File: config.mk
export PLATFORM = sky130hd
export DESIGN_NAME = css_token_lexer
export DESIGN_NICKNAME = d
export VERILOG_FILES = /design/src/design/csstl_pkg.sv /design/src/design/csstl_front.sv /design/src/design/csstl_queue.sv /design/src/design/csstl_back.sv /design/src/design/css_token_lexer.sv
export SDC_FILE = /design/constraint.sdc
export NUM_CORES = 1
export LEC_CHECK = 0
export BUFFER_PORTS_ARGS = -buffer_cell sky130_fd_sc_hd__buf_2
export CAP_MARGIN = 40
export CORE_MARGIN = 2
export CORE_UTILIZATION = 45
export CTS_BUF_LIST = sky130_fd_sc_hd__clkbuf_8
export DETAILED_ROUTE_END_ITERATION = 10
export SLEW_MARGIN = 20
export SYNTH_ARGS = -nofsm -noshare
export SYNTH_HDL_FRONTEND = slang
export SYNTH_SLANG_ARGS = --single-unit
File: constraint.sdc
create_clock -name clk -period 5.15 [get_ports clk]
set_input_delay 0.7725 -clock clk [delete_from_list [all_inputs] [get_ports clk]]
set_output_delay 0.7725 -clock clk [all_outputs]
set_load 0.1 [all_outputs]
File: src/design/csstl_pkg.sv
package csstl_pkg;

    // Width of the internal line and column counters; they saturate at all ones.
    localparam int POSITION_WIDTH = 16;
    // Number of result records the queue between front and back can hold.
    localparam int QUEUE_DEPTH    = 4;
    localparam int QPTR_WIDTH     = $clog2(QUEUE_DEPTH);
    localparam int QCNT_WIDTH     = $clog2(QUEUE_DEPTH + 1);

    localparam logic [3:0] KIND_WS        = 4'd0;
    localparam logic [3:0] KIND_IDENT     = 4'd1;
    localparam logic [3:0] KIND_NUMBER    = 4'd2;
    localparam logic [3:0] KIND_STRING    = 4'd3;
    localparam logic [3:0] KIND_DELIM     = 4'd4;
    localparam logic [3:0] KIND_COLON     = 4'd5;
    localparam logic [3:0] KIND_SEMICOLON = 4'd6;
    localparam logic [3:0] KIND_COMMA     = 4'd7;
    localparam logic [3:0] KIND_LBRACE    = 4'd8;
    localparam logic [3:0] KIND_RBRACE    = 4'd9;
    localparam logic [3:0] KIND_LPAREN    = 4'd10;
    localparam logic [3:0] KIND_RPAREN    = 4'd11;
    localparam logic [3:0] KIND_CHILD     = 4'd12;
    localparam logic [3:0] KIND_UNIVERSAL = 4'd13;
    localparam logic [3:0] KIND_EOF       = 4'd14;

    typedef struct packed {
        logic [7:0] ch;
        logic       end_of_input;
    } item_t;

    typedef struct packed {
        logic [3:0]  kind;
        logic [7:0]  value_byte;
        logic        has_byte;
        logic        token_start;
        logic        token_end;
        logic [15:0] start_line;
        logic [15:0] start_column;
    } result_t;

    // One accepted character yields at most two results: the token byte of the
    // held character and, on an end item, the end-of-file token.
    typedef struct packed {
        result_t r0;
        logic    r1_valid;
        result_t r1;
    } rec_t;

    // Clamp an internal position to the 16-bit output field.
    function automatic logic [15:0] clamp_pos(input logic [POSITION_WIDTH-1:0] p);
        logic [31:0] w;
        begin
            w = 32'(p);
            clamp_pos = (w > 32'h0000_FFFF) ? 16'hFFFF : w[15:0];
        end
    endfunction

endpackage

File: src/design/csstl_front.sv
module csstl_front
    import csstl_pkg::*;
(
    input  logic  clk,
    input  logic  rst_n,
    input  logic  item_valid,
    output logic  item_ready,
    input  item_t item,
    output logic  push_valid,
    input  logic  push_ready,
    output rec_t  push_data
);

    localparam logic [3:0] M_IDLE      = 4'd0;
    localparam logic [3:0] M_WS        = 4'd1;
    localparam logic [3:0] M_IDENT     = 4'd2;
    localparam logic [3:0] M_NUMBER    = 4'd3;
    localparam logic [3:0] M_STR_FIRST = 4'd4;
    localparam logic [3:0] M_STR       = 4'd5;
    localparam logic [3:0] M_ESC_FIRST = 4'd6;
    localparam logic [3:0] M_ESC       = 4'd7;
    localparam logic [3:0] M_STR_CLOSE = 4'd8;
    localparam logic [3:0] M_CMT_OPEN  = 4'd9;
    localparam logic [3:0] M_CMT       = 4'd10;
    localparam logic [3:0] M_CMT_CLOSE = 4'd11;

    localparam logic [POSITION_WIDTH-1:0] POS_ONE = POSITION_WIDTH'(1);

    function automatic logic is_ws(input logic [7:0] x);
        is_ws = (x == 8'h20) || (x == 8'h09) || (x == 8'h0A) || (x == 8'h0D)
             || (x == 8'h0C);
    endfunction

    function automatic logic is_digit(input logic [7:0] x);
        is_digit = (x >= 8'h30) && (x <= 8'h39);
    endfunction

    function automatic logic is_id_start(input logic [7:0] x);
        is_id_start = ((x >= 8'h61) && (x <= 8'h7A)) || ((x >= 8'h41) && (x <= 8'h5A))
                   || (x == 8'h5F) || (x == 8'h2D) || (x == 8'h23) || (x == 8'h2E);
    endfunction

    function automatic logic [3:0] delim_kind(input logic [7:0] x);
        logic [3:0] k;
        begin
            unique case (x)
                8'h3A:   k = KIND_COLON;
                8'h3B:   k = KIND_SEMICOLON;
                8'h2C:   k = KIND_COMMA;
                8'h7B:   k = KIND_LBRACE;
                8'h7D:   k = KIND_RBRACE;
                8'h28:   k = KIND_LPAREN;
                8'h29:   k = KIND_RPAREN;
                8'h3E:   k = KIND_CHILD;
                8'h2A:   k = KIND_UNIVERSAL;
                default: k = KIND_DELIM;
            endcase
            delim_kind = k;
        end
    endfunction

    logic [3:0]                mode_reg, mode_next;
    logic [7:0]                held_reg, held_next;
    logic                      held_valid_reg, held_valid_next;
    logic [7:0]                quote_reg, quote_next;
    logic [POSITION_WIDTH-1:0] line_reg, line_next;
    logic [POSITION_WIDTH-1:0] col_reg, col_next;
    logic [POSITION_WIDTH-1:0] tok_line_reg, tok_line_next;
    logic [POSITION_WIDTH-1:0] tok_col_reg, tok_col_next;

    logic [7:0]                h, c;
    logic                      cv;
    logic                      fire;
    logic                      p_emit, p_has, p_st, p_en, cont, ends;
    logic [3:0]                p_kind, p_mode;
    logic [7:0]                p_byte, p_quote;
    logic [POSITION_WIDTH-1:0] p_tl, p_tc, adv_line, adv_col, eof_line, eof_col;
    result_t                   p_res, eof_res;

    assign h    = held_reg;
    assign c    = item.ch;
    assign cv   = !item.end_of_input;
    assign fire = item_valid && item_ready;

    // Input is taken whenever the queue has room for a record.
    assign item_ready = push_ready;

    // Classify the held character against the incoming lookahead.
    always_comb
    begin
        p_emit  = 1'b0;
        p_kind  = KIND_WS;
        p_byte  = h;
        p_has   = 1'b1;
        p_st    = 1'b0;
        p_en    = 1'b0;
        p_mode  = mode_reg;
        p_quote = quote_reg;
        p_tl    = tok_line_reg;
        p_tc    = tok_col_reg;
        cont    = 1'b0;
        ends    = !cv || (c == quote_reg);
        unique case (mode_reg)
            M_WS:
            begin
                cont   = cv && is_ws(c);
                p_emit = 1'b1;
                p_kind = KIND_WS;
                p_en   = !cont;
                p_mode = cont ? M_WS : M_IDLE;
            end
            M_IDENT:
            begin
                cont   = cv && (is_id_start(c) || is_digit(c));
                p_emit = 1'b1;
                p_kind = KIND_IDENT;
                p_en   = !cont;
                p_mode = cont ? M_IDENT : M_IDLE;
            end
            M_NUMBER:
            begin
                cont   = cv && (is_digit(c) || (c == 8'h2E));
                p_emit = 1'b1;
                p_kind = KIND_NUMBER;
                p_en   = !cont;
                p_mode = cont ? M_NUMBER : M_IDLE;
            end
            M_STR_FIRST, M_STR:
            begin
                if ((h == 8'h5C) && cv)
                begin
                    p_mode = (mode_reg == M_STR_FIRST) ? M_ESC_FIRST : M_ESC;
                end
                else
                begin
                    p_emit = 1'b1;
                    p_kind = KIND_STRING;
                    p_st   = (mode_reg == M_STR_FIRST);
                    p_en   = ends;
                    p_mode = ends ? (cv ? M_STR_CLOSE : M_IDLE) : M_STR;
                end
            end
            M_ESC_FIRST, M_ESC:
            begin
                p_emit = 1'b1;
                p_kind = KIND_STRING;
                p_st   = (mode_reg == M_ESC_FIRST);
                p_en   = ends;
                p_mode = ends ? (cv ? M_STR_CLOSE : M_IDLE) : M_STR;
            end
            M_STR_CLOSE, M_CMT_CLOSE:
            begin
                p_mode = M_IDLE;
            end
            M_CMT_OPEN:
            begin
                p_mode = M_CMT;
            end
            M_CMT:
            begin
                if ((h == 8'h2A) && cv && (c == 8'h2F))
                begin
                    p_mode = M_CMT_CLOSE;
                end
            end
            default:
            begin
                // A new token starts at the held character.
                p_mode = M_IDLE;
                p_tl   = line_reg;
                p_tc   = col_reg;
                p_st   = 1'b1;
                if ((h == 8'h2F) && cv && (c == 8'h2A))
                begin
                    p_mode = M_CMT_OPEN;
                end
                else if (is_ws(h))
                begin
                    cont   = cv && is_ws(c);
                    p_emit = 1'b1;
                    p_kind = KIND_WS;
                    p_en   = !cont;
                    p_mode = cont ? M_WS : M_IDLE;
                end
                else if (is_id_start(h))
                begin
                    cont   = cv && (is_id_start(c) || is_digit(c));
                    p_emit = 1'b1;
                    p_kind = KIND_IDENT;
                    p_en   = !cont;
                    p_mode = cont ? M_IDENT : M_IDLE;
                end
                else if (is_digit(h)
                         || ((h == 8'h2B) && cv && (is_digit(c) || (c == 8'h2E))))
                begin
                    cont   = cv && (is_digit(c) || (c == 8'h2E));
                    p_emit = 1'b1;
                    p_kind = KIND_NUMBER;
                    p_en   = !cont;
                    p_mode = cont ? M_NUMBER : M_IDLE;
                end
                else if ((h == 8'h22) || (h == 8'h27))
                begin
                    p_quote = h;
                    if (!cv || (c == h))
                    begin
                        // Empty string: a single result without a byte.
                        p_emit = 1'b1;
                        p_kind = KIND_STRING;
                        p_byte = 8'h00;
                        p_has  = 1'b0;
                        p_en   = 1'b1;
                        p_mode = cv ? M_STR_CLOSE : M_IDLE;
                    end
                    else
                    begin
                        p_mode = M_STR_FIRST;
                    end
                end
                else
                begin
                    p_emit = 1'b1;
                    p_kind = delim_kind(h);
                    p_en   = 1'b1;
                end
            end
        endcase
    end

    // Position after consuming the held character.
    always_comb
    begin
        adv_line = line_reg;
        adv_col  = col_reg;
        if (h == 8'h0A)
        begin
            if (line_reg != '1)
            begin
                adv_line = line_reg + POS_ONE;
            end
            adv_col = POS_ONE;
        end
        else if (col_reg != '1)
        begin
            adv_col = col_reg + POS_ONE;
        end
    end

    assign eof_line = held_valid_reg ? adv_line : line_reg;
    assign eof_col  = held_valid_reg ? adv_col : col_reg;

    assign p_res   = '{kind: p_kind, value_byte: p_byte, has_byte: p_has,
                       token_start: p_st, token_end: p_en,
                       start_line: clamp_pos(p_tl), start_column: clamp_pos(p_tc)};
    assign eof_res = '{kind: KIND_EOF, value_byte: 8'h00, has_byte: 1'b0,
                       token_start: 1'b1, token_end: 1'b1,
                       start_line: clamp_pos(eof_line), start_column: clamp_pos(eof_col)};

    always_comb
    begin
        push_data.r0       = (held_valid_reg && p_emit) ? p_res : eof_res;
        push_data.r1_valid = item.end_of_input && held_valid_reg && p_emit;
        push_data.r1       = eof_res;
        push_valid         = fire && (item.end_of_input || (held_valid_reg && p_emit));
    end

    always_comb
    begin
        mode_next       = mode_reg;
        held_next       = held_reg;
        held_valid_next = held_valid_reg;
        quote_next      = quote_reg;
        line_next       = line_reg;
        col_next        = col_reg;
        tok_line_next   = tok_line_reg;
        tok_col_next    = tok_col_reg;
        if (fire)
        begin
            if (item.end_of_input)
            begin
                // The stream closes: back to the reset state for a new one.
                mode_next       = M_IDLE;
                held_next       = 8'h00;
                held_valid_next = 1'b0;
                quote_next      = 8'h00;
                line_next       = POS_ONE;
                col_next        = POS_ONE;
                tok_line_next   = POS_ONE;
                tok_col_next    = POS_ONE;
            end
            else
            begin
                if (held_valid_reg)
                begin
                    mode_next     = p_mode;
                    quote_next    = p_quote;
                    line_next     = adv_line;
                    col_next      = adv_col;
                    tok_line_next = p_tl;
                    tok_col_next  = p_tc;
                end
                held_next       = item.ch;
                held_valid_next = 1'b1;
            end
        end
    end

    always_ff @(posedge clk or negedge rst_n)
    begin
        if (!rst_n)
        begin
            mode_reg       <= M_IDLE;
            held_reg       <= 8'h00;
            held_valid_reg <= 1'b0;
            quote_reg      <= 8'h00;
            line_reg       <= POS_ONE;
            col_reg        <= POS_ONE;
            tok_line_reg   <= POS_ONE;
            tok_col_reg    <= POS_ONE;
        end
        else
        begin
            mode_reg       <= mode_next;
            held_reg       <= held_next;
            held_valid_reg <= held_valid_next;
            quote_reg      <= quote_next;
            line_reg       <= line_next;
            col_reg        <= col_next;
            tok_line_reg   <= tok_line_next;
            tok_col_reg    <= tok_col_next;
        end
    end

endmodule

File: src/design/csstl_queue.sv
module csstl_queue
    import csstl_pkg::*;
(
    input  logic clk,
    input  logic rst_n,
    input  logic push_valid,
    output logic push_ready,
    input  rec_t push_data,
    output logic pop_valid,
    input  logic pop_ready,
    output rec_t pop_data
);

    localparam logic [QCNT_WIDTH-1:0] CNT_FULL = QCNT_WIDTH'(QUEUE_DEPTH);
    localparam logic [QPTR_WIDTH-1:0] PTR_LAST = QPTR_WIDTH'(QUEUE_DEPTH - 1);
    localparam logic [QPTR_WIDTH-1:0] PTR_ONE  = QPTR_WIDTH'(1);
    localparam logic [QCNT_WIDTH-1:0] CNT_ONE  = QCNT_WIDTH'(1);

    rec_t                  mem [QUEUE_DEPTH];
    logic [QPTR_WIDTH-1:0] wr_ptr_reg, wr_ptr_next;
    logic [QPTR_WIDTH-1:0] rd_ptr_reg, rd_ptr_next;
    logic [QCNT_WIDTH-1:0] count_reg, count_next;
    logic                  do_push, do_pop;

    assign push_ready = (count_reg != CNT_FULL);
    assign pop_valid  = (count_reg != '0);
    assign pop_data   = mem[rd_ptr_reg];
    assign do_push    = push_valid && push_ready;
    assign do_pop     = pop_valid && pop_ready;

    always_comb
    begin
        wr_ptr_next = wr_ptr_reg;
        rd_ptr_next = rd_ptr_reg;
        count_next  = count_reg;
        if (do_push)
        begin
            wr_ptr_next = (wr_ptr_reg == PTR_LAST) ? '0 : wr_ptr_reg + PTR_ONE;
        end
        if (do_pop)
        begin
            rd_ptr_next = (rd_ptr_reg == PTR_LAST) ? '0 : rd_ptr_reg + PTR_ONE;
        end
        if (do_push && !do_pop)
        begin
            count_next = count_reg + CNT_ONE;
        end
        else if (do_pop && !do_push)
        begin
            count_next = count_reg - CNT_ONE;
        end
    end

    always_ff @(posedge clk)
    begin
        if (do_push)
        begin
            mem[wr_ptr_reg] <= push_data;
        end
    end

    always_ff @(posedge clk or negedge rst_n)
    begin
        if (!rst_n)
        begin
            wr_ptr_reg <= '0;
            rd_ptr_reg <= '0;
            count_reg  <= '0;
        end
        else
        begin
            wr_ptr_reg <= wr_ptr_next;
            rd_ptr_reg <= rd_ptr_next;
            count_reg  <= count_next;
        end
    end

endmodule

File: src/design/csstl_back.sv
module csstl_back
    import csstl_pkg::*;
(
    input  logic    clk,
    input  logic    rst_n,
    input  logic    pop_valid,
    output logic    pop_ready,
    input  rec_t    pop_data,
    output logic    result_valid,
    input  logic    result_ready,
    output result_t result
);

    logic    a_valid_reg, a_valid_next;
    logic    b_valid_reg, b_valid_next;
    result_t a_reg, a_next;
    result_t b_reg, b_next;
    logic    out_fire;

    assign result_valid = a_valid_reg;
    assign result       = a_reg;
    assign out_fire     = result_valid && result_ready;
    // A record is loaded once the second slot is empty and the output slot frees.
    assign pop_ready    = !a_valid_reg || (out_fire && !b_valid_reg);

    always_comb
    begin
        a_valid_next = a_valid_reg;
        b_valid_next = b_valid_reg;
        a_next       = a_reg;
        b_next       = b_reg;
        if (out_fire && b_valid_reg)
        begin
            a_next       = b_reg;
            b_valid_next = 1'b0;
        end
        else if (pop_valid && pop_ready)
        begin
            a_next       = pop_data.r0;
            a_valid_next = 1'b1;
            b_next       = pop_data.r1;
            b_valid_next = pop_data.r1_valid;
        end
        else if (out_fire)
        begin
            a_valid_next = 1'b0;
        end
    end

    always_ff @(posedge clk)
    begin
        a_reg <= a_next;
        b_reg <= b_next;
    end

    always_ff @(posedge clk or negedge rst_n)
    begin
        if (!rst_n)
        begin
            a_valid_reg <= 1'b0;
            b_valid_reg <= 1'b0;
        end
        else
        begin
            a_valid_reg <= a_valid_next;
            b_valid_reg <= b_valid_next;
        end
    end

endmodule

File: src/design/css_token_lexer.sv
// Streaming CSS tokenizer. Characters arrive one per transfer on the item
// channel; an item with end_of_input set closes the stream, flushes the open
// token, adds an end-of-file token and returns the block to its reset state.
// Each result transfer carries at most one value byte of a token with its
// kind, start and end marks and the line and column where the token began.
// The block holds one character of lookahead, so the results for a character
// appear only after the next item (or the end item) has been taken. The front
// end classifies one character per clock cycle and writes the results it
// causes (none, one, or two on an end item) as one record into a four-entry
// queue; the back end drains one result per clock cycle through its output
// register. A new item is accepted every cycle as long as the queue has room,
// so the sustained rate is one character per cycle whenever each character
// yields at most one result and the consumer keeps result_ready high.
module css_token_lexer
    import csstl_pkg::*;
(
    input  logic    clk,
    input  logic    rst_n,
    input  logic    item_valid,
    output logic    item_ready,
    input  item_t   item,
    output logic    result_valid,
    input  logic    result_ready,
    output result_t result
);

    logic push_valid, push_ready;
    rec_t push_data;
    logic pop_valid, pop_ready;
    rec_t pop_data;

    // Front end: lookahead register, lexer mode and position counters.
    csstl_front u_front (
        .clk        (clk),
        .rst_n      (rst_n),
        .item_valid (item_valid),
        .item_ready (item_ready),
        .item       (item),
        .push_valid (push_valid),
        .push_ready (push_ready),
        .push_data  (push_data)
    );

    // Record queue that lets the front end run ahead of a stalled consumer.
    csstl_queue u_queue (
        .clk        (clk),
        .rst_n      (rst_n),
        .push_valid (push_valid),
        .push_ready (push_ready),
        .push_data  (push_data),
        .pop_valid  (pop_valid),
        .pop_ready  (pop_ready),
        .pop_data   (pop_data)
    );

    // Back end: splits each record into single result transfers.
    csstl_back u_back (
        .clk          (clk),
        .rst_n        (rst_n),
        .pop_valid    (pop_valid),
        .pop_ready    (pop_ready),
        .pop_data     (pop_data),
        .result_valid (result_valid),
        .result_ready (result_ready),
        .result       (result)
    );

endmodule
==> flow_summary.json <==
{
  "status": "finished, final reports clean",
  "clock-root-buffer": "clkbuf_8",
  "fin_nets": 1646,
  "cts_setup_buffers": 0,
  "arrival_ns": 4.06,
  "fmax_mhz": 272.6,
  "peakVddDrop_mv": 0.3680,
  "drtIter0Drc": 1135,
  "wl_per_cell_um": 21.90,
  "fill_cells": 4059,
  "drc_errors": 0,
  "pwr-share-seq_pct": 41.2,
  "power_density_nw_per_um2": 633.2,
  "required_ns": 5.54,
  "rows": 80,
  "cts_num_sinks": 493,
  "ys_ff_latch": 493,
  "start_util_pct": 45.42,
  "synth.distinct_cells": 75,
  "cts_tree": "built",
  "diodes": 0,
  "setup_violations": 0,
  "cts_made_buffers": 82,
  "multi_input_area_sq_um": 6754,
  "critPathMaxFanout": 43,
  "regToRegEndpoint": "u_queue.mem[3][53]",
  "via_count": 13334,
  "end_kind": "register",
  "p_leak_nw": 8.810,
  "firstDrtPassIters": 5,
  "final_hold_viol_count": 0,
  "hold_path.class": "input port to register",
  "period_needed_ns": 3.669,
  "reg2reg_slack_ns": 1.48,
  "ios": 62,
  "combPwrFrac_pct": 37.5,
  "worstSetupPathType": "register to register",
  "path_clk_slew_ns": 0.06,
  "slew_headroom_pct": 41.94,
  "route.antenna.remaining_nets": 0,
  "netlist_area_sq_um": 21640,
  "ys.flop_type": "edfxtp_1",
  "skew_ns": 0.03305,
  "post_drt_via_cell_ratio": 5.780,
  "grt_overflow_total": 0,
  "ctsLongestPathBuffers": 3,
  "hold_slack_ns": 0.4716,
  "reg2reg_from": "u_front.h[2]",
  "synth_nets": 1587,
  "largest_register_ffs": 320,
  "cp-endpoint": "u_queue.mem[3][53]",
  "synth-edff-count": 399,
  "grt_pass1_vias": 13596,
  "setup_tns_ns": 0,
  "syn_to_final_growth_pct": 12.03,
  "coreArea_sq_um": 47650,
  "gp_congestion": 0.8800,
  "rsz0062_at_grt": "no",
  "ys_seq_area_share_pct": 66.26,
  "io_buffers": 61,
  "switching_share_pct": 40.06,
  "clock_latency_ns": 0.67,
  "power_frac_clock_pct": 21.3,
  "final_max_slew_viol_count": 0,
  "async_flop_share_pct": 19.07,
  "seq_area_sq_um": 14350,
  "cp-start-kind": "register",
  "startpoint": "u_front.h[2]",
  "grt.total_usage_pct": 20.88,
  "internal-power_w": 0.009202,
  "worst_slew_pin_slew_ns": 0.8676,
  "postSynthCellCount": 1565,
  "fp.dieH_um": 223.3,
  "rr_worst_depth": 7,
  "die_area_sq_um": 49860,
  "wl_mm": 50.53,
  "die_w_um": 223.3,
  "drv_cap": 0,
  "drive_gt1_share_pct": 19.33,
  "p_switching_w": 0.006150,
  "synth_warnings": 0,
  "hpwl_mm": 30.24,
  "avgSynthCellArea_sq_um": 13.83,
  "grt_max_degree": 69,
  "grt_first_pass_wirelength_mm": 79.58,
  "grt_antenna_before_repair": 0,
  "htree_levels": 3,
  "finalCritPeriodShare_pct": 71.24
}
[routing by layer]
metal,global-route usage [%],up-vias,part of all wire [%]
met5,0,-,0
met4,7.935,0,2.7
met3,3.398,75,4.8
met2,33.98,383,49
met1,28.46,6808,44
li1,-,6068,-
[through the flow]
stage / power [W] / utilization (%) / cells / area [sq um] / setup WS, ns
after global placement: 0.01206 / 47.41 / 2150 / 22590 / 1.345
after floorplan: 0.01063 / - / 1565 / 21640 / 0.5399
after CTS: 0.01554 / 50.82 / 2305 / 24210 / 1.479
final: 0.01535 / 50.88 / 2307 / 24240 / 1.481
after detailed placement: 0.01224 / 47.56 / 2153 / 22660 / 1.306
after global routing: 0.01614 / 50.88 / 2307 / 24240 / 1.219
[cells by family after synthesis]
group	synth area share, %
buf+inv	2.781
flops	66.26
xor+xnor	1.781
fa+ha+maj	0.5551
compound gates	8.147
simple gates	11.19
mux	9.291
[synthesized netlist by cell type (4+ instances only)]
cell	number	share of area, %
a31oi_1	11	0.32
xor2_1	29	1.2
mux2_2	5	0.26
xnor2_1	15	0.61
nand4_1	20	0.58
buf_1	11	0.19
mux4_2	80	8.3
nor4_1	14	0.40
o21ai_0	83	1.9
edfxtp_1	399	55
o21ai_1	4	0.093
a32oi_1	5	0.20
a211oi_1	6	0.21
nor3b_1	6	0.21
inv_1	27	0.47
a21oi_1	49	1.1
ha_1	8	0.46
clkbuf_1	91	1.6
mux2i_1	13	0.60
buf_2	16	0.37
nand2b_1	6	0.17
nand2_1	243	4.2
a22oi_1	31	1.1
o31ai_1	5	0.17
and4_1	6	0.24
and2_1	34	0.98
or4_1	4	0.14
nor3_1	25	0.58
a22o_1	11	0.45
a2111oi_0	6	0.24
nor2b_1	11	0.32
a21o_1	11	0.38
nor2_1	58	1.0
or2_2	8	0.23
o32ai_1	10	0.40
o22ai_1	5	0.14
dfstp_2	4	0.49
dfrtp_1	90	10
and3_1	25	0.72
nand3_1	25	0.58
[what timing repair did]
item,in CTS,in global routing
gates resized for setup,0,0
endpoints found under the hold margin,0,4
hold buffers,0,1
[cell usage in the layout, fill, tap and decap left out, types with 15 or more instances in the layout]
master,instances
nand2_1,241
and3_1,25
o21ai_0,83
clkbuf_8,86
nor2_1,57
dfrtp_1,88
inv_1,51
clkinv_1,23
edfxtp_1,399
nand4_1,20
buf_4,26
mux4_2,80
a22oi_1,31
nand3_1,24
xnor2_1,15
and2_1,30
nor3_1,25
xor2_1,29
a21oi_1,48
buf_2,60
[cell type report]
class | instances | share of cell area (%)
inverter | 27 | 0.4180
clock buffer | 86 | 4.882
tap | 615 | 3.174
sequential | 493 | 59.18
multi-input combinational | 923 | 27.86
clock inverter | 66 | 1.517
timing repair buffer | 97 | 2.973
[power by group through the flow]
stage               clock network, W  logic [W]  registers (W)
global placement                   0    0.00554        0.00651
CTS                          0.00337    0.00583        0.00634
floorplan                          0    0.00305        0.00758
finish                       0.00326    0.00576        0.00633
global route                 0.00354    0.00617        0.00643
detailed placement                 0    0.00582        0.00641
[worst min-delay path by stage]
| stage | startpoint | endpoint | slack [ns] | cells after the start |
|---|---|---|---|---|
| final | item[7] | u_front.h[6] | 0.47 | 3 |
| after global routing | item[8] | u_front.h[7] | 0.48 | 3 |
| after CTS | rst_n | u_front.quote_reg[2] | 0.17 | 1 |
| after detailed placement | u_back.b_reg[5] | u_back.result[5] | 0.49 | 2 |
| after global placement | u_front.tok_line_reg[9] | u_front.tok_line_reg[9] | 0.49 | 2 |
| after floorplan | u_front.quote_reg[2] | u_front.quote_reg[2] | 0.46 | 2 |
[worst max-delay path: stages (launching register included)]
cell and delay [ns]:
dfrtp_1 0.85, nand2_1 0.15, or4_4 0.54, nor4_4 0.52, o31a_2 0.24, buf_4 0.47
o32ai_1 0.15, nor3_1 0.45
Note: power is estimated with default switching activity, not from simulation.
